### config.mk
export PLATFORM = sky130hd
export DESIGN_NAME = delimited_frame_field_splitter_flat
export DESIGN_NICKNAME = d
export VERILOG_FILES = /design/src/hw/rtl/dffs_pkg.sv /design/src/hw/rtl/dffs_in_if.sv /design/src/hw/rtl/dffs_out_if.sv /design/src/hw/rtl/dffs_core.sv /design/src/hw/rtl/dffs_skid.sv /design/src/hw/rtl/delimited_frame_field_splitter.sv /design/src/flat_wrapper.sv
export VERILOG_INCLUDE_DIRS = /design/src /design/src/hw/rtl
export SDC_FILE = /design/constraint.sdc
export NUM_CORES = 1
export LEC_CHECK = 0
export BUFFER_PORTS_ARGS = -buffer_cell sky130_fd_sc_hd__buf_2
export CELL_PAD_IN_SITES_DETAIL_PLACEMENT = 1
export CELL_PAD_IN_SITES_GLOBAL_PLACEMENT = 1
export CORE_ASPECT_RATIO = 0.7
export CORE_MARGIN = 4
export CORE_UTILIZATION = 40
export DETAILED_ROUTE_END_ITERATION = 8
export PLACE_DENSITY_LB_ADDON = 0.2
export SYNTH_ARGS = -nofsm -noshare
export SYNTH_HDL_FRONTEND = slang
export SYNTH_SLANG_ARGS = --single-unit
export TNS_END_PERCENT = 30
### constraint.sdc
create_clock -name clk -period 5.6 [get_ports clk]
set_clock_uncertainty 0.05 [all_clocks]
set_input_delay 0.84 -clock clk [delete_from_list [all_inputs] [get_ports clk]]
set_output_delay 0.84 -clock clk [all_outputs]
set_load 0.01 [all_outputs]
### src/hw/rtl/delimited_frame_field_splitter_assert.svh
// Assertion macros shared by the frame field splitter RTL.
// Expects clk and rst_n in the scope of each use.
`ifndef DELIMITED_FRAME_FIELD_SPLITTER_ASSERT_SVH
`define DELIMITED_FRAME_FIELD_SPLITTER_ASSERT_SVH

// Consequence must hold in the same cycle as the antecedent.
`define DFFS_ASSERT_NOW(label, ante, cons, msg) \
    label: assert property (@(posedge clk) disable iff (!rst_n) (ante) |-> (cons)) \
        else $error(msg);

// Consequence must hold in the cycle after the antecedent.
`define DFFS_ASSERT_NEXT(label, ante, cons, msg) \
    label: assert property (@(posedge clk) disable iff (!rst_n) (ante) |=> (cons)) \
        else $error(msg);

`endif

### src/hw/rtl/dffs_pkg.sv
// Shared constants, types and helper widths for the frame field splitter.
// No dependencies; dffs_core, dffs_skid and the top module import this package.
`default_nettype none

package dffs_pkg;

    // Frame limits
    localparam int MAX_FIELDS  = 8;
    localparam int FIELD_CHARS = 4;
    localparam int PAYLOAD_MAX = 32;

    // Characters kept in the reported text
    localparam int TEXT_BYTES = 4;

    localparam int FDONE_W  = $clog2(MAX_FIELDS + 1);
    localparam int PLEN_W   = $clog2(FIELD_CHARS + 1);
    localparam int PCOUNT_W = $clog2(PAYLOAD_MAX + 1);

    typedef logic [7:0] char_t;

    // Marker, separator and filler characters
    localparam char_t CH_F     = 8'h46;
    localparam char_t CH_R     = 8'h52;
    localparam char_t CH_COLON = 8'h3A;
    localparam char_t CH_SLASH = 8'h2F;
    localparam char_t CH_FILL  = 8'h3F;
    localparam char_t CH_ZERO  = 8'h30;
    localparam char_t DEC_BASE = 8'd10;

    // One result item
    typedef struct packed {
        logic [2:0]  field_index;
        logic [31:0] field_text;
        logic [2:0]  field_length;
        logic [7:0]  field_number;
        logic        field_valid;
        logic        last;
        logic        overflow;
    } result_t;

endpackage

`default_nettype wire

### src/hw/rtl/dffs_in_if.sv
// Input channel: one received byte per item, valid/ready handshake.
// Depends on nothing.
`default_nettype none

interface dffs_in_if;
    logic       valid;
    logic       ready;
    logic [7:0] rx_byte;

    modport source (output valid, output rx_byte, input ready);
    modport sink   (input valid, input rx_byte, output ready);
endinterface

`default_nettype wire

### src/hw/rtl/dffs_out_if.sv
// Output channel: one field result per item, valid/ready handshake.
// Depends on nothing.
`default_nettype none

interface dffs_out_if;
    logic        valid;
    logic        ready;
    logic [2:0]  field_index;
    logic [31:0] field_text;
    logic [2:0]  field_length;
    logic [7:0]  field_number;
    logic        field_valid;
    logic        last;
    logic        overflow;

    modport source (
        output valid, output field_index, output field_text, output field_length,
        output field_number, output field_valid, output last, output overflow,
        input ready
    );
    modport sink (
        input valid, input field_index, input field_text, input field_length,
        input field_number, input field_valid, input last, input overflow,
        output ready
    );
endinterface

`default_nettype wire

### src/hw/rtl/dffs_core.sv
// Frame state: marker window, payload release, field accumulation.
// Depends on dffs_pkg and the assertion macro header.
`default_nettype none

`include "delimited_frame_field_splitter_assert.svh"

module dffs_core (
    input  wire logic            clk,
    input  wire logic            rst_n,
    input  wire logic            step,
    input  wire dffs_pkg::char_t rx_byte,
    output logic                 res_valid,
    output dffs_pkg::result_t    res
);
    import dffs_pkg::*;

    char_t                win0_reg, win1_reg, win2_reg;
    char_t                win0_next, win1_next, win2_next;
    logic [1:0]           piw_reg, piw_next;
    logic                 in_frame_reg, in_frame_next;
    logic [31:0]          pchars_reg, pchars_next, pchars1;
    logic [PLEN_W-1:0]    plen_reg, plen_next, plen1;
    logic [7:0]           pval_reg, pval_next, pval1;
    logic [FDONE_W-1:0]   fdone_reg, fdone_next, fdone1;
    logic [PCOUNT_W-1:0]  pcount_reg, pcount_next, pcount1;
    logic                 ovf_reg, ovf_next, ovf1;
    logic                 have_rel;
    logic                 start_hit;
    logic                 stop_hit;

    function automatic result_t make_result(
        input logic               fv,
        input logic [FDONE_W-1:0] idx,
        input logic [31:0]        chars,
        input logic [PLEN_W-1:0]  len,
        input logic [7:0]         val,
        input logic               ovf,
        input logic               lst
    );
        result_t r;
        r = '0;
        if (fv)
        begin
            r.field_index  = 3'(idx);
            r.field_text   = chars;
            r.field_length = (int'(len) < TEXT_BYTES) ? 3'(len) : 3'(TEXT_BYTES);
            r.field_number = val;
        end
        r.field_valid = fv;
        r.last        = lst;
        r.overflow    = ovf;
        return r;
    endfunction

    // Work out the next state and any result for the byte at the input register
    always_comb
    begin
        win0_next     = win1_reg;
        win1_next     = win2_reg;
        win2_next     = rx_byte;
        piw_next      = piw_reg;
        in_frame_next = in_frame_reg;
        pchars1       = pchars_reg;
        plen1         = plen_reg;
        pval1         = pval_reg;
        fdone1        = fdone_reg;
        pcount1       = pcount_reg;
        ovf1          = ovf_reg;
        res_valid     = 1'b0;
        res           = '0;

        have_rel  = (piw_reg == 2'd3);
        start_hit = !in_frame_reg && win1_reg == CH_F && win2_reg == CH_R
                    && rx_byte == CH_COLON;
        stop_hit  = in_frame_reg && win1_reg == CH_COLON && win2_reg == CH_F
                    && rx_byte == CH_R;

        if (!in_frame_reg)
        begin
            // Hunt for the start marker
            if (start_hit)
            begin
                in_frame_next = 1'b1;
                piw_next      = 2'd0;
            end
        end
        else
        begin
            if (piw_reg != 2'd3)
                piw_next = piw_reg + 2'd1;

            // Handle the byte leaving the window
            if (have_rel)
            begin
                if (pcount_reg >= PCOUNT_W'(PAYLOAD_MAX))
                    ovf1 = 1'b1;
                else
                begin
                    pcount1 = pcount_reg + PCOUNT_W'(1);
                    if (win0_reg == CH_SLASH)
                    begin
                        if (fdone_reg >= FDONE_W'(MAX_FIELDS))
                            ovf1 = 1'b1;
                        else
                        begin
                            res_valid = 1'b1;
                            res = make_result(1'b1, fdone_reg, pchars_reg, plen_reg,
                                              pval_reg, ovf_reg, stop_hit);
                            fdone1 = fdone_reg + FDONE_W'(1);
                        end
                        pchars1 = '0;
                        plen1   = '0;
                        pval1   = '0;
                    end
                    else if (plen_reg >= PLEN_W'(FIELD_CHARS))
                        ovf1 = 1'b1;
                    else
                    begin
                        for (int k = 0; k < TEXT_BYTES; k++)
                        begin
                            if (int'(plen_reg) == k)
                                pchars1[8*k +: 8] = win0_reg;
                        end
                        pval1 = 8'(pval_reg * DEC_BASE + win0_reg - CH_ZERO);
                        plen1 = plen_reg + PLEN_W'(1);
                    end
                end
            end

            // Close the frame on the stop marker
            if (stop_hit)
            begin
                if (!res_valid)
                begin
                    res_valid = 1'b1;
                    if (plen1 != '0 && fdone1 < FDONE_W'(MAX_FIELDS))
                        res = make_result(1'b1, fdone1, pchars1, plen1, pval1, ovf1, 1'b1);
                    else
                        res = make_result(1'b0, fdone1, pchars1, plen1, pval1,
                                          ovf1 | (plen1 != '0), 1'b1);
                end
                win0_next     = CH_FILL;
                win1_next     = CH_FILL;
                win2_next     = CH_FILL;
                piw_next      = 2'd0;
                in_frame_next = 1'b0;
                pchars1       = '0;
                plen1         = '0;
                pval1         = '0;
                fdone1        = '0;
                pcount1       = '0;
                ovf1          = 1'b0;
            end
        end

        pchars_next = pchars1;
        plen_next   = plen1;
        pval_next   = pval1;
        fdone_next  = fdone1;
        pcount_next = pcount1;
        ovf_next    = ovf1;
    end

    // Advance the state on each processed item
    always_ff @(posedge clk or negedge rst_n)
    begin
        if (!rst_n)
        begin
            win0_reg     <= CH_FILL;
            win1_reg     <= CH_FILL;
            win2_reg     <= CH_FILL;
            piw_reg      <= 2'd0;
            in_frame_reg <= 1'b0;
            pchars_reg   <= '0;
            plen_reg     <= '0;
            pval_reg     <= '0;
            fdone_reg    <= '0;
            pcount_reg   <= '0;
            ovf_reg      <= 1'b0;
        end
        else if (step)
        begin
            win0_reg     <= win0_next;
            win1_reg     <= win1_next;
            win2_reg     <= win2_next;
            piw_reg      <= piw_next;
            in_frame_reg <= in_frame_next;
            pchars_reg   <= pchars_next;
            plen_reg     <= plen_next;
            pval_reg     <= pval_next;
            fdone_reg    <= fdone_next;
            pcount_reg   <= pcount_next;
            ovf_reg      <= ovf_next;
        end
    end

    `DFFS_ASSERT_NOW(a_res_in_frame, res_valid, in_frame_reg, "result outside a frame")
    `DFFS_ASSERT_NEXT(a_last_ends_frame, step && res_valid && res.last, !in_frame_reg && piw_reg == 2'd0, "frame not closed after last")
    `DFFS_ASSERT_NOW(a_bare_end_empty, res_valid && !res.field_valid, res.last && res.field_text == '0 && res.field_length == '0, "bare end carries field data")

endmodule

`default_nettype wire

### src/hw/rtl/dffs_skid.sv
// Output result register with a skid stage behind it.
// Depends on dffs_pkg, dffs_out_if and the assertion macro header.
`default_nettype none

`include "delimited_frame_field_splitter_assert.svh"

module dffs_skid (
    input  wire logic              clk,
    input  wire logic              rst_n,
    input  wire logic              push,
    input  wire dffs_pkg::result_t push_res,
    output logic                   full,
    dffs_out_if.source             fields
);
    import dffs_pkg::*;

    logic    out_valid_reg;
    result_t out_res_reg;
    logic    skid_valid_reg;
    result_t skid_res_reg;
    logic    out_free;

    assign out_free = !out_valid_reg || fields.ready;
    assign full     = skid_valid_reg;

    // Track which stages hold an item
    always_ff @(posedge clk or negedge rst_n)
    begin
        if (!rst_n)
        begin
            out_valid_reg  <= 1'b0;
            skid_valid_reg <= 1'b0;
        end
        else if (out_free)
        begin
            out_valid_reg  <= skid_valid_reg || push;
            skid_valid_reg <= 1'b0;
        end
        else if (push)
            skid_valid_reg <= 1'b1;
    end

    // Move payloads: skid drains first, else take the new item
    always_ff @(posedge clk)
    begin
        if (out_free)
        begin
            if (skid_valid_reg)
                out_res_reg <= skid_res_reg;
            else if (push)
                out_res_reg <= push_res;
        end
        else if (push)
            skid_res_reg <= push_res;
    end

    assign fields.valid        = out_valid_reg;
    assign fields.field_index  = out_res_reg.field_index;
    assign fields.field_text   = out_res_reg.field_text;
    assign fields.field_length = out_res_reg.field_length;
    assign fields.field_number = out_res_reg.field_number;
    assign fields.field_valid  = out_res_reg.field_valid;
    assign fields.last         = out_res_reg.last;
    assign fields.overflow     = out_res_reg.overflow;

    `DFFS_ASSERT_NOW(a_skid_behind_out, skid_valid_reg, out_valid_reg, "skid holds item with output empty")
    `DFFS_ASSERT_NOW(a_no_push_full, push, !skid_valid_reg, "item pushed into a full buffer")
    `DFFS_ASSERT_NEXT(a_out_held, out_valid_reg && !fields.ready, out_valid_reg, "stalled item dropped")

endmodule

`default_nettype wire

### src/hw/rtl/delimited_frame_field_splitter.sv
// Frame field splitter: input register, frame logic, result register with skid.
// An accepted byte waits in the input register until processed; its result is then registered.
// Throughput: one byte per cycle while the result side keeps taking items.
// Reset (rst_n low, asynchronous): window filled with '?', hunting, all counts clear.
// Depends on dffs_pkg, dffs_in_if, dffs_out_if, dffs_core and dffs_skid.
`default_nettype none

module delimited_frame_field_splitter (
    input  wire logic  clk,
    input  wire logic  rst_n,
    dffs_in_if.sink    rx,
    dffs_out_if.source fields
);
    import dffs_pkg::*;

    logic    in_valid_reg;
    char_t   in_byte_reg;
    logic    fire;
    logic    skid_full;
    logic    res_valid;
    result_t res;

    // Process the held byte unless the output side is backed up
    assign fire     = in_valid_reg && !skid_full;
    assign rx.ready = !in_valid_reg || fire;

    // Hold the accepted byte
    always_ff @(posedge clk or negedge rst_n)
    begin
        if (!rst_n)
            in_valid_reg <= 1'b0;
        else if (rx.valid && rx.ready)
            in_valid_reg <= 1'b1;
        else if (fire)
            in_valid_reg <= 1'b0;
    end

    always_ff @(posedge clk)
    begin
        if (rx.valid && rx.ready)
            in_byte_reg <= rx.rx_byte;
    end

    dffs_core u_core (
        .clk       (clk),
        .rst_n     (rst_n),
        .step      (fire),
        .rx_byte   (in_byte_reg),
        .res_valid (res_valid),
        .res       (res)
    );

    dffs_skid u_skid (
        .clk      (clk),
        .rst_n    (rst_n),
        .push     (fire && res_valid),
        .push_res (res),
        .full     (skid_full),
        .fields   (fields)
    );

endmodule

`default_nettype wire
### src/flat_wrapper.sv
// flat-port wrapper written by rule: the top's interface ports become plain ports
module delimited_frame_field_splitter_flat import dffs_pkg::*;
  (clk, rst_n, rx_valid, rx_rx_byte, rx_ready, fields_valid, fields_field_index, fields_field_text, fields_field_length, fields_field_number, fields_field_valid, fields_last, fields_overflow, fields_ready);
  dffs_in_if rx_i ();
  dffs_out_if fields_i ();
  input  wire logic clk;
  input  wire logic rst_n;
  input wire logic [$bits(rx_i.valid)-1:0] rx_valid;
  input wire logic [$bits(rx_i.rx_byte)-1:0] rx_rx_byte;
  output wire logic [$bits(rx_i.ready)-1:0] rx_ready;
  output wire logic [$bits(fields_i.valid)-1:0] fields_valid;
  output wire logic [$bits(fields_i.field_index)-1:0] fields_field_index;
  output wire logic [$bits(fields_i.field_text)-1:0] fields_field_text;
  output wire logic [$bits(fields_i.field_length)-1:0] fields_field_length;
  output wire logic [$bits(fields_i.field_number)-1:0] fields_field_number;
  output wire logic [$bits(fields_i.field_valid)-1:0] fields_field_valid;
  output wire logic [$bits(fields_i.last)-1:0] fields_last;
  output wire logic [$bits(fields_i.overflow)-1:0] fields_overflow;
  input wire logic [$bits(fields_i.ready)-1:0] fields_ready;
  assign rx_i.valid = rx_valid;
  assign rx_i.rx_byte = rx_rx_byte;
  assign rx_ready = rx_i.ready;
  assign fields_valid = fields_i.valid;
  assign fields_field_index = fields_i.field_index;
  assign fields_field_text = fields_i.field_text;
  assign fields_field_length = fields_i.field_length;
  assign fields_field_number = fields_i.field_number;
  assign fields_field_valid = fields_i.field_valid;
  assign fields_last = fields_i.last;
  assign fields_overflow = fields_i.overflow;
  assign fields_i.ready = fields_ready;
  delimited_frame_field_splitter u_core (.clk(clk), .rst_n(rst_n), .rx(rx_i), .fields(fields_i));
endmodule
==> results of run 1 <==
layer usage:
metal | share of wire [%] | track usage [%] | up-vias
met5 | 0.057 | 0 | -
met4 | 0.72 | 4.48 | 2
met3 | 3.7 | 3.69 | 18
met2 | 45 | 28.7 | 113
met1 | 51 | 27.2 | 3243
li1 | - | - | 2880
per-stage QoR:
step	util (%)	hold WS, ns	worst slack [ns]	cell area (um^2)
after detailed placement	43.7	0.428	1.98	9610
after CTS	46.4	0.272	1.92	10200
after global placement	43.7	0.412	2.06	9610
final	46.4	0.270	1.90	10200
after floorplan	-	0.394	1.13	9060
after global routing	46.4	0.280	1.68	10200
synthesized netlist by cell type (2+ instances only):
cell and count:
a21oi_1 48, nand2b_1 5, o41ai_1 2, a21oi_2 8, a22o_1 80, mux2_2 46
dfstp_2 18, nand4_1 5, a21o_1 4, ha_1 29, o21a_1 4, edfxtp_1 106
nor4bb_1 3, nand4b_1 2, nor2b_1 6, nor2_1 40, xnor2_1 8, nand2_1 126
and3_1 3, xor2_1 3, and4_1 3, buf_1 3, nor4_1 2, buf_6 4
inv_1 15, nor4b_1 3, nor3_1 9, nand3_1 9, fa_1 2, a31oi_1 3
a32o_1 4, o31ai_1 3, dfrtp_1 66, o21ai_0 22, and2_1 5, buf_2 10
clkbuf_1 31
where the power goes:
group | switching (W) | internal (W) | leakage (nW) | total (W)
logic | 0.0000553 | 0.0000362 | 1.68 | 0.0000915
clock network | 0.000596 | 0.000595 | 0.278 | 0.00119
registers | 0.0000390 | 0.00150 | 2.08 | 0.00154
total | 0.000691 | 0.00213 | 4.04 | 0.00282
layout make-up:
cell class                 instances  area, um^2  area share [%]
tap                              282         353            3.47
multi-input combinational        506        3490            34.3
sequential                       190        5310            52.2
timing repair buffer              73         395            3.88
clock inverter                    14         144            1.41
inverter                          16        60.1           0.590
clock buffer                      18         429            4.22
worst max-delay path, cell delays in order (launching register included):
cell      delay (ns)
dfrtp_1         0.45
ha_1            0.32
ha_1            0.22
fa_1            0.56
ha_1            0.24
ha_1            0.32
o21ai_0         0.09
o21bai_1        0.14
a21oi_1         0.10
xnor2_1         0.22
a21oi_1         0.14
o31ai_1         0.57
final timing paths:
kind | from | end | slack [ns]
max | u_core.u_core.pval_reg[1]$_DFFE_PN0P_ | u_core.u_skid.fields.field_number[7]$_DFFE_PP_ | 1.90
min | rst_n | u_core.u_core.pval_reg[2]$_DFFE_PN0P_ | 0.27
max reg2reg | u_core.u_core.pval_reg[1]$_DFFE_PN0P_ | u_core.u_skid.fields.field_number[7]$_DFFE_PP_ | 1.90
min reg2reg | u_core.u_core.win1_reg[1]$_DFFE_PN1P_ | u_core.u_core.win1_reg[1]$_DFFE_PN1P_ | 0.44
max in group asynchronous | rst_n | u_core.u_skid.full$_DFFE_PN0P_ | 4.11
min in group clk | u_core.u_core.win1_reg[1]$_DFFE_PN1P_ | u_core.u_core.win1_reg[1]$_DFFE_PN1P_ | 0.44
logic make-up (layout without fill, tap and decap cells):
logic type               count (synthesis)  after routing  share of synthesized area [%]
buffers and inverters                   64            121                           3.12
multiplexers                            47             47                           5.83
AND/OR/NAND/NOR                        229            229                           11.7
XOR/XNOR                                12             12                           1.31
AO/OA/AOI/OAI                          187            187                           15.0
adder cells (fa/ha/maj)                 31             31                           4.45
flip-flops                             190            190                           58.6
==> results.md, run 1 <==
- Status: completed
- Starting Density: 41.2%
- Final setup violation count: 0
- Max_slew headroom: 21.9%
- Static Leak: 4.04 nW
- Post-route ant nets: 0
- Yosys cell types: 57
- Global-route wire length before repair: 37,400 um
- Total track usage: 18.6%
- I/O Buffers: 62
- Placed Cells: 1,067
- Site Rows: 45
- Fin cells: 1,099
- Post-route DRC: 0
- Drt total wl: 22,800 um
- Final HPWL DP: 15,000 um
- Chip Width: 188 um
- Main synth FF type: edfxtp_1
- Htree depth: 4
- Worst Path Max Fanout: 5
- Commonest non-fill, non-tap cell in the layout: nand2_1
- Vias in the first global route: 6,585
- Hold_buf cts: 0
- Top Ports: 63
- Most frequent cells in the layout: 126 x nand2_1, 106 x edfxtp_1, 80 x a22o_1
- Post-Syn Nets: 803
- Gpl congestion: 0.870
- Via/cell ratio: 5.69
- Worst EP required: 5.71 ns
- Post-synthesis async set-or-reset flop share: 44.2%
- RSZ-0062 raised after global routing: no
- Area contributors post-synth: edfxtp_1 35%, dfrtp_1 18%, a22o_1 7.7%
- Mapped Cells: 760
- Antenna violations before repair: 1
- DR iter-0 viols: 531
- Final hold vios: 0
- GRT overflow: 0
- Max Slew Vio Count: 0
- CTS resizes: 0
- Total power: 0.00282 W
- Cts bufs inserted: 17
- Sequential share of the synthesized area: 58.6%
- Fmax: 271 MHz
- Post-CTS setup buffer count: 0
- Max Cap Viol: 0
- Post-synth top area share: 35.2%
- Antenna fix cells: 0
- Yosys warning count: 0
- Post-Syn Area per Cell: 11.9 um^2
- Final nets: 847
- Routed WL per cell: 20.7 um
- Tcrit/Tclk final: 66.0%
- Peak VDD IR: 0.206 mV
- CP Capture Type: register
- Core area: 22,000 um^2
- Max clock buf depth: 2
- Yosys top cell by area: edfxtp_1
- Final TNS setup: 0 ns
- Number of flip-flops in the largest register: 49
- DR vias: 6,256
- Clock latency on the worst-skew pair: 0.45 ns
- Mapped cell area: 9050 um^2
- Die footprint: 25,100 um^2
- #FFs+latches synth: 190
- Crit path DAT: 3.81 ns
- Critical path class: register to register
- Filler cells: 2,314
- Clock slew seen by the registers of the worst setup and hold paths: 0.07 ns
- Share of cells above drive strength 1: 23.1%
- Startpoint Class: register
- Num Clock Sinks: 190
- Area growth, synth to finish: 12.5%
- Clk root buf: clkbuf_16
- Die H: 134 um
- R2R cell count: 11
- Worst Tran Pin Value: 1.17 ns
- Pin count of the biggest net entering global routing: 57
- CTS tree: done
- PD cells: 277 nW/um^2
- Hold Crit Class: input port to asynchronous set/reset pin
- Drt first pass iters: 5
- Post-route minimum period: 3.70 ns
- Post-synth EDFFs: 106
(Power assumes the default switching activity.)
==> run 2, diff against run 1 <==
ABC_AREA = 1   (was default)
clock period = 3.14 ns   (was 5.6 ns; I/O delays follow)
==> run 2 against run 1 <==
Compared with the run above: the run now ends with setup timing left; final cell count is 39% higher; utilization rose by 1.4 points; worst setup slack got worse by 1.9 ns; critical path depth grew 8; power grew 82%; largest cell class unchanged; highest routed layer is now met4.
==> results.md, run 2 <==
- Antenna violations before repair: 0 (-1)
- Die H: 138 um (+3.3%)
- Vias in the first global route: 8,004 (+22%)
- Worst Path Max Fanout: 4 (-1)
- Hold Crit Class: input port to register
- Main synth FF type: edfxtp_1
- Share of cells above drive strength 1: 19.6% (-3.5 points)
- Startpoint Class: register
- Yosys warning count: 0 (unchanged)
- Crit. Startpoint: u_core.u_core.pval_reg[1]$_DFFE_PN0P_
- Final TNS setup: -0.0292 ns (-0.0292 ns)
- Post-synth top area share: 32.8% (-2.3 points)
- Reg-to-reg startpoint: u_core.u_core.pval_reg[1]$_DFFE_PN0P_
- Chip Width: 194 um (+3.4%)
- Antenna fix cells: 0 (unchanged)
- Post-route DRC: 0 (unchanged)
- Post-Syn Nets: 1,152 (+43%)
- Post-synthesis async set-or-reset flop share: 44.2% (unchanged)
- Clk root buf: clkbuf_16
- PD cells: 451 nW/um^2 (+63%)
- Site Rows: 47 (+4.4%)
- Area contributors post-synth: edfxtp_1 33%, dfrtp_1 17%, nand2_1 10%
- Gpl congestion: 0.837 (-3.9%)
- Fmax: 316 MHz (+17%)
- CP Capture Type: register
- Multi-input logic area: 3750 um^2 (+7.5%)
- Final nets: 1,238 (+46%)
- Most frequent cells in the layout: 261 x nand2_1, 144 x inv_1, 109 x nor2_1
- I/O Buffers: 62 (unchanged)
- Max_slew headroom: 39.9% (+18 points)
- Pin count of the biggest net entering global routing: 95 (+67%)
- DR iter-0 viols: 441 (-17%)
- DR vias: 7,701 (+23%)
- Static Leak: 5.46 nW (+35%)
- Num Clock Sinks: 190 (unchanged)
- Core area: 23,800 um^2 (+8.2%)
- Routed WL per cell: 17.6 um (-15%)
- Max Cap Viol: 0 (unchanged)
- Register Area: 5310 um^2 (about the same)
- Post-route minimum period: 3.17 ns (-0.528 ns)
- Yosys top cell by area: edfxtp_1
- Top Ports: 63 (unchanged)
- Worst Slack Setup Final: -0.0292 ns (-1.93 ns)
- Post-synth EDFFs: 106 (unchanged)
- RSZ-0062 raised after global routing: yes
- GRT overflow: 0 (unchanged)
- Max Slew Vio Count: 0 (unchanged)
- Critical path class: register to register
- Status: finished, violations left
- Fin util: 47.8% (+1.4 points)
- Post-route ant nets: 0 (unchanged)
- Cts bufs inserted: 17 (unchanged)
- Clock slew seen by the registers of the worst setup and hold paths: 0.07 ns (about the same)
- Final HPWL DP: 18,200 um (+21%)
- Commonest non-fill, non-tap cell in the layout: nand2_1
- Most frequent cell after synthesis: nand2_1
- Clock latency on the worst-skew pair: 0.44 ns (about the same)
- Worst hold path startpoint: rx_rx_byte[5]
- Most instantiated cells after synthesis: 264 x nand2_1, 148 x inv_1, 113 x nor2_1, 106 x edfxtp_1, 85 x o21ai_0
- Max clock buf depth: 2 (unchanged)
- Post-Place Setup Slack: -0.284 ns (-2.26 ns)
- Sequential share of the synthesized area: 54.7% (-3.9 points)
- Htree depth: 4 (unchanged)
- Violated checks: setup timing
- Die footprint: 26,800 um^2 (+6.8%)
- Global-route wire length before repair: 43,800 um (+17%)
- Filler cells: 2,806 (+21%)
- Peak VDD IR: 0.342 mV (+66%)
- Crit path DAT: 3.32 ns (-0.49 ns)
- Number of flip-flops in the largest register: 49 (unchanged)
- Worst Tran Pin Value: 0.901 ns (-0.270 ns)
- Drt first pass iters: 5 (unchanged)
- CTS tree: done
- Total track usage: 20.5% (+1.9 points)
- Mapped cell area: 9700 um^2 (+7.1%)
- Drt total wl: 26,900 um (+18%)
- Area growth, synth to finish: 17.1%
- Final hold vios: 0 (unchanged)
- Mapped Cells: 1,109 (+46%)
- Final setup violation count: 1 (+1)
- Yosys cell types: 42 (-26%)
- Via/cell ratio: 5.05 (-11%)
- #FFs+latches synth: 190 (unchanged)
- Starting Density: 40.8% (-0.40 points)
- Tcrit/Tclk final: 101% (+35 points)
- Worst EP required: 3.29 ns (-2.42 ns)
- Post-Syn Area per Cell: 8.74 um^2 (-27%)
## run 2: cell count changes in the layout (fill, tap and decap cells not counted), sizes merged, moves of 12 or more
cell	before	now
buf	73	108
inv	25	157
a22o	80	1
or2	2	17
mux2	46	0
o21ai	23	91
nand2	126	280
nand4	5	17
nand3	9	71
nor2	41	122
## run 2: critical path: stages (launching register included)
cell and delay (ns):
dfrtp_1 0.41, ha_4 0.26, ha_4 0.16, fa_2 0.53
ha_1 0.27, ha_4 0.32, nand2_4 0.06, buf_6 0.10
inv_2 0.03, nand4_1 0.09, nand3_2 0.12, inv_2 0.03
nand2_1 0.04, nand3_1 0.06, nand2_1 0.08, nand2_2 0.06
nand2_2 0.07, nand3_2 0.06, nand2_1 0.07, inv_1 0.03
## run 2: worst paths after layout
check	end	slack, ns	depth (start not counted)
worst max-delay path	u_core.u_skid.fields.field_number[7]$_DFFE_PP_	-0.03	19
worst min-delay path	u_core.in_byte_reg[5]$_DFFE_PP_	0.15	1
worst max register to register	u_core.u_skid.fields.field_number[7]$_DFFE_PP_	-0.03	19
worst min register to register	u_core.u_core.piw_reg[1]$_DFFE_PN0P_	0.45	2
max in group asynchronous	u_core.u_core.win1_reg[0]$_DFFE_PN1P_	1.81	3
min in group asynchronous	u_core.u_core.win2_reg[7]$_DFFE_PN0P_	0.49	2
## run 2: kinds of logic (layout without fill, tap and decap cells)
group	after synthesis	after routing	synth area share (%)
flip-flops	190	190	54.7
AND/OR/NAND/NOR	523	523	23.5
AO/OA/AOI/OAI	165	165	9.16
buffers and inverters	197	296	8.18
adder cells (fa/ha/maj)	31	31	4.15
XOR/XNOR	3	3	0.271
## run 2: layer usage
layer	GRT usage, %	vias to the layer above	part of all wire [%]
li1	-	3777	-
met1	30.6	3792	51
met2	31.5	119	44
met3	3.77	13	3.4
met4	4.14	0	0.91
met5	0	-	0
## run 2: through the flow
stage          cell area (um^2)  total power, W  hold slack (ns)  std cells
2_1_floorplan              9710         0.00289            0.125       1109
3_3_place_gp              10600         0.00302            0.426       1491
3_5_place_dp              10600         0.00303            0.430       1491
4_1_cts                   11300         0.00517            0.130       1526
5_1_grt                   11400         0.00533            0.120       1526
6_report                  11400         0.00513            0.148       1526
## run 2: what timing repair did
item | CTS | global route
setup buffers | 2 | 0
setup endpoints to repair | 5 | 6
hold buffers | 1 | 0
gates resized for setup | 18 | 8
hold endpoints to repair | 23 | 0
pin swaps | 14 | 11
## run 2: layout make-up
cell class              instances  share of cell area, %
multi-input cells             722                   33.0
well taps                     318                   3.50
repair buffers                109                   6.69
clock inverters                13                   1.00
inverters                     155                   5.12
clock buffers                  19                   3.90
flip-flops and latches        190                   46.7
## run 2: report_power, final
part	leakage (nW)	internal, W	switching (W)
clock network	0.264	0.00112	0.00100
registers	2.09	0.00268	0.0000626
logic	3.11	0.0000991	0.000169
total	5.46	0.00389	0.00123
==> run 3, diff against run 2 <==
ABC_AREA = default   (was 1)
PLACE_DENSITY = 0.78   (was default)
PLACE_DENSITY_LB_ADDON = default   (was 0.2)
SYNTH_HIERARCHICAL = 1   (was default)
==> run 3 against run 2 <==
Compared with the run above: the run ends with hold timing left; utilization is essentially flat; die area is 6.5% lower; register-to-register slack improved by 0.09 ns; final cell count decreased by 33%; synthesized cell count shrank 43%; critical path depth is 10 lower; power rose by 1.4%; clock power is 2% lower; largest power group unchanged; highest routed layer unchanged.
==> results.md, run 3 <==
- Status: finished, violations left
- Violated checks: hold timing
- Slowest cell delay on critical path: 0.56 ns (+0.03 ns)
- Peak VDD IR: 0.398 mV (+16%)
- Clock latency on the worst-skew pair: 0.44 ns (about the same)
- Filler cells: 2,237 (-20%)
- CTS tree: done
- CP Capture Type: register
- Clock slew seen by the registers of the worst setup and hold paths: 0.07 ns (about the same)
- Share of cells above drive strength 1: 35.0% (+15 points)
- Max_slew headroom: 23.4% (-16 points)
- Top Ports: 63 (unchanged)
- Area growth, synth to finish: 16.0%
- Cell Chain, Critical Path: inv_1 -> ha_1 -> nor4_1 -> a211oi_1 -> o211ai_4 -> buf_12 -> o31ai_4 -> a22o_1 -> mux2_4
- Gpl congestion: 0.844 (+0.87%)
- #FFs+latches synth: 190 (unchanged)
- Crit path DAT: 3.35 ns (+0.03 ns)
- Hold Crit Class: input port to asynchronous set/reset pin
- Cts bufs inserted: 17 (unchanged)
- Final nets: 765 (-38%)
- Starting Density: 41.2% (+0.35 points)
- Post-route DRC: 0 (unchanged)
- Die footprint: 25,100 um^2 (-6.5%)
- Most frequent cells in the layout: 106 x edfxtp_1, 65 x dfrtp_1, 61 x buf_2
- Most instantiated cells after synthesis: 106 x edfxtp_1, 66 x dfrtp_1, 49 x mux2_4, 45 x a22o_1, 38 x a32o_1
- Fmax: 324 MHz (+2.8%)
- Sequential share of the synthesized area: 58.7% (+4.0 points)
- Post-placement cell area: 9820 um^2 (-7.7%)
- PD cells: 496 nW/um^2 (+9.8%)
- Worst Tran Pin Value: 1.14 ns (+0.239 ns)
- Area contributors post-synth: edfxtp_1 35%, dfrtp_1 18%, mux2_4 8.1%
- Cell depth of the worst setup path: 9 (-10)
- R2R cell count: 9 (-10)
- Htree depth: 4 (unchanged)
- Via/cell ratio: 5.80 (+15%)
- CP top delay family: compound AO/OA/AOI/OAI gates
- Post-route ant nets: 0 (unchanged)
- Yosys top cell by area: edfxtp_1
- Die H: 134 um (-3.3%)
- DR vias: 5,895 (-23%)
- RSZ-0062 raised after global routing: yes
- Crit path buffers/inverters: 2 (-2)
- Post-Syn Nets: 673 (-42%)
- Yosys cell types: 73 (+74%)
- Mapped Cells: 630 (-43%)
- Tcrit/Tclk final: 98.2% (-2.7 points)
- Final hold vios: 1 (+1)
- Worst hold slack: -0.00178 ns (-0.149 ns)
- DR iter-0 viols: 436 (-1.1%)
- GRT overflow: 0 (unchanged)
- Hold_buf cts: 0 (-1)
- Mapped cell area: 9040 um^2 (-6.8%)
- Routed WL per cell: 22.3 um (+27%)
- Total track usage: 18.2% (-2.3 points)
- Fin cells: 1,017 (-33%)
- Final HPWL DP: 15,600 um (-14%)
- Worst EP required: 3.41 ns (+0.12 ns)
- Static Leak: 4.12 nW (-25%)
- Max Slew Vio Count: 0 (unchanged)
- Final setup violation count: 0 (-1)
- Post-Syn Area per Cell: 14.3 um^2 (+64%)
- Num Clock Sinks: 190 (unchanged)
- Commonest non-fill, non-tap cell in the layout: edfxtp_1
- Pin count of the biggest net entering global routing: 53 (-44%)
- Chip Width: 188 um (-3.3%)
- Max Cap Viol: 0 (unchanged)
- Worst Path Max Fanout: 7 (+3)
- Post-synth EDFFs: 106 (unchanged)
- Max clock buf depth: 2 (unchanged)
- Yosys warning count: 6 (+6)
- Post-route design area: 10,500 um^2 (-7.6%)
- Drt first pass iters: 5 (unchanged)
- Antenna fix cells: 0 (unchanged)
- Most frequent cell after synthesis: edfxtp_1
- Antenna violations before repair: 0 (unchanged)
- Post-route minimum period: 3.08 ns (-0.0853 ns)
- Global-route wire length before repair: 35,700 um (-19%)
- Core area: 22,000 um^2 (-7.6%)
- Post-synth top area share: 35.2% (+2.4 points)
- Site Rows: 45 (-4.3%)
- Placed Cells: 980 (-34%)
- Number of flip-flops in the largest register: 49 (unchanged)
- Vias in the first global route: 6,089 (-24%)
- Startpoint Class: register
- Main synth FF type: edfxtp_1
- CP max stage cell: a211oi_1
- Drt total wl: 22,700 um (-16%)
- Critical path class: register to register
- I/O Buffers: 62 (unchanged)
- Post-synthesis async set-or-reset flop share: 44.2% (unchanged)
- Clk root buf: clkbuf_16
run 3: cell count changes after synthesis, sizes merged, moves of 44 or more:
cell	previous run	this run
nor2	122	35
a22o	1	45
nand3	71	8
inv	154	21
mux2	0	61
nand2	280	26
o21ai	91	13
run 3: routing by layer:
layer	wire, um	track usage, %
met1	10600	25.8
met5	0	0
met3	1180	4.29
met4	263	4.60
met2	10700	28.4
run 3: where the power goes:
group	total, W	switching, W	internal (W)
registers	0.00278	0.0000871	0.00269
logic	0.000340	0.000186	0.000153
clock network	0.00208	0.000978	0.00110
run 3: final cells by class:
class	count	area (um^2)	area share [%]
multi-input cells	384	3500	33.4
repair buffers	108	696	6.63
well taps	282	353	3.36
clock buffers	20	437	4.16
inverters	21	81.3	0.775
flip-flops and latches	190	5310	50.6
clock inverters	12	115	1.10
run 3: cell families after synthesis:
group                    after synthesis  share of synthesized area [%]
AO/OA/AOI/OAI                        160                           14.6
adder cells (fa/ha/maj)               31                           4.46
buffers and inverters                 56                           3.72
flip-flops                           190                           58.7
AND/OR/NAND/NOR                      121                           7.64
XOR/XNOR                               8                          0.927
multiplexers                          64                           9.97
run 3: per-stage QoR:
stage / power [W] / worst slack (ns) / util [%] / setup TNS (ns) / hold WS (ns)
2_1_floorplan: 0.00296 / -0.212 / - / -11.82 / 0.125
3_3_place_gp: 0.00310 / -0.0505 / 44.7 / -0.0505 / 0.428
3_5_place_dp: 0.00312 / -0.0991 / 44.7 / -0.0991 / 0.432
4_1_cts: 0.00523 / 0.00585 / 47.4 / 0 / 0.0410
5_1_grt: 0.00540 / -0.0204 / 47.8 / -0.0364 / 0.0497
6_report: 0.00520 / 0.0561 / 47.8 / 0 / -0.00178
run 3: what timing repair did:
action                     4_1_cts  5_1_grt
resized for setup                4        8
setup buffers                    2        3
pin swaps                        2       10
setup endpoints to repair        1       14
run 3: worst paths after layout:
| kind | start | endpoint | slack [ns] |
|---|---|---|---|
| max in group asynchronous | rst_n | u_core/u_core/win2_reg[5]$_DFFE_PN1P_ | 2.26 |
| hold / removal | rst_n | u_core/u_skid/full$_DFFE_PN0P_ | -0.002 |
| setup reg to reg | u_core/u_core/plen_reg[1]$_DFFE_PN0P_ | u_core/u_skid/fields.field_number[2]$_DFFE_PP_ | 0.06 |
| min in group clk | rx_rx_byte[2] | u_core/in_byte_reg[2]$_DFFE_PP_ | 0.15 |
| hold reg to reg | u_core/u_core/pchars_reg[6]$_DFFE_PN0P_ | u_core/u_core/pchars_reg[6]$_DFFE_PN0P_ | 0.45 |
| setup / recovery | u_core/u_core/plen_reg[1]$_DFFE_PN0P_ | u_core/u_skid/fields.field_number[2]$_DFFE_PP_ | 0.06 |
run 3: worst reg2reg max path, stage by stage, from the launching register on:
cell	delay, ns
dfrtp_1	0.47
inv_1	0.12
ha_1	0.34
nor4_1	0.08
a211oi_1	0.56
o211ai_4	0.22
buf_12	0.19
o31ai_4	0.43
a22o_1	0.32
mux2_4	0.18
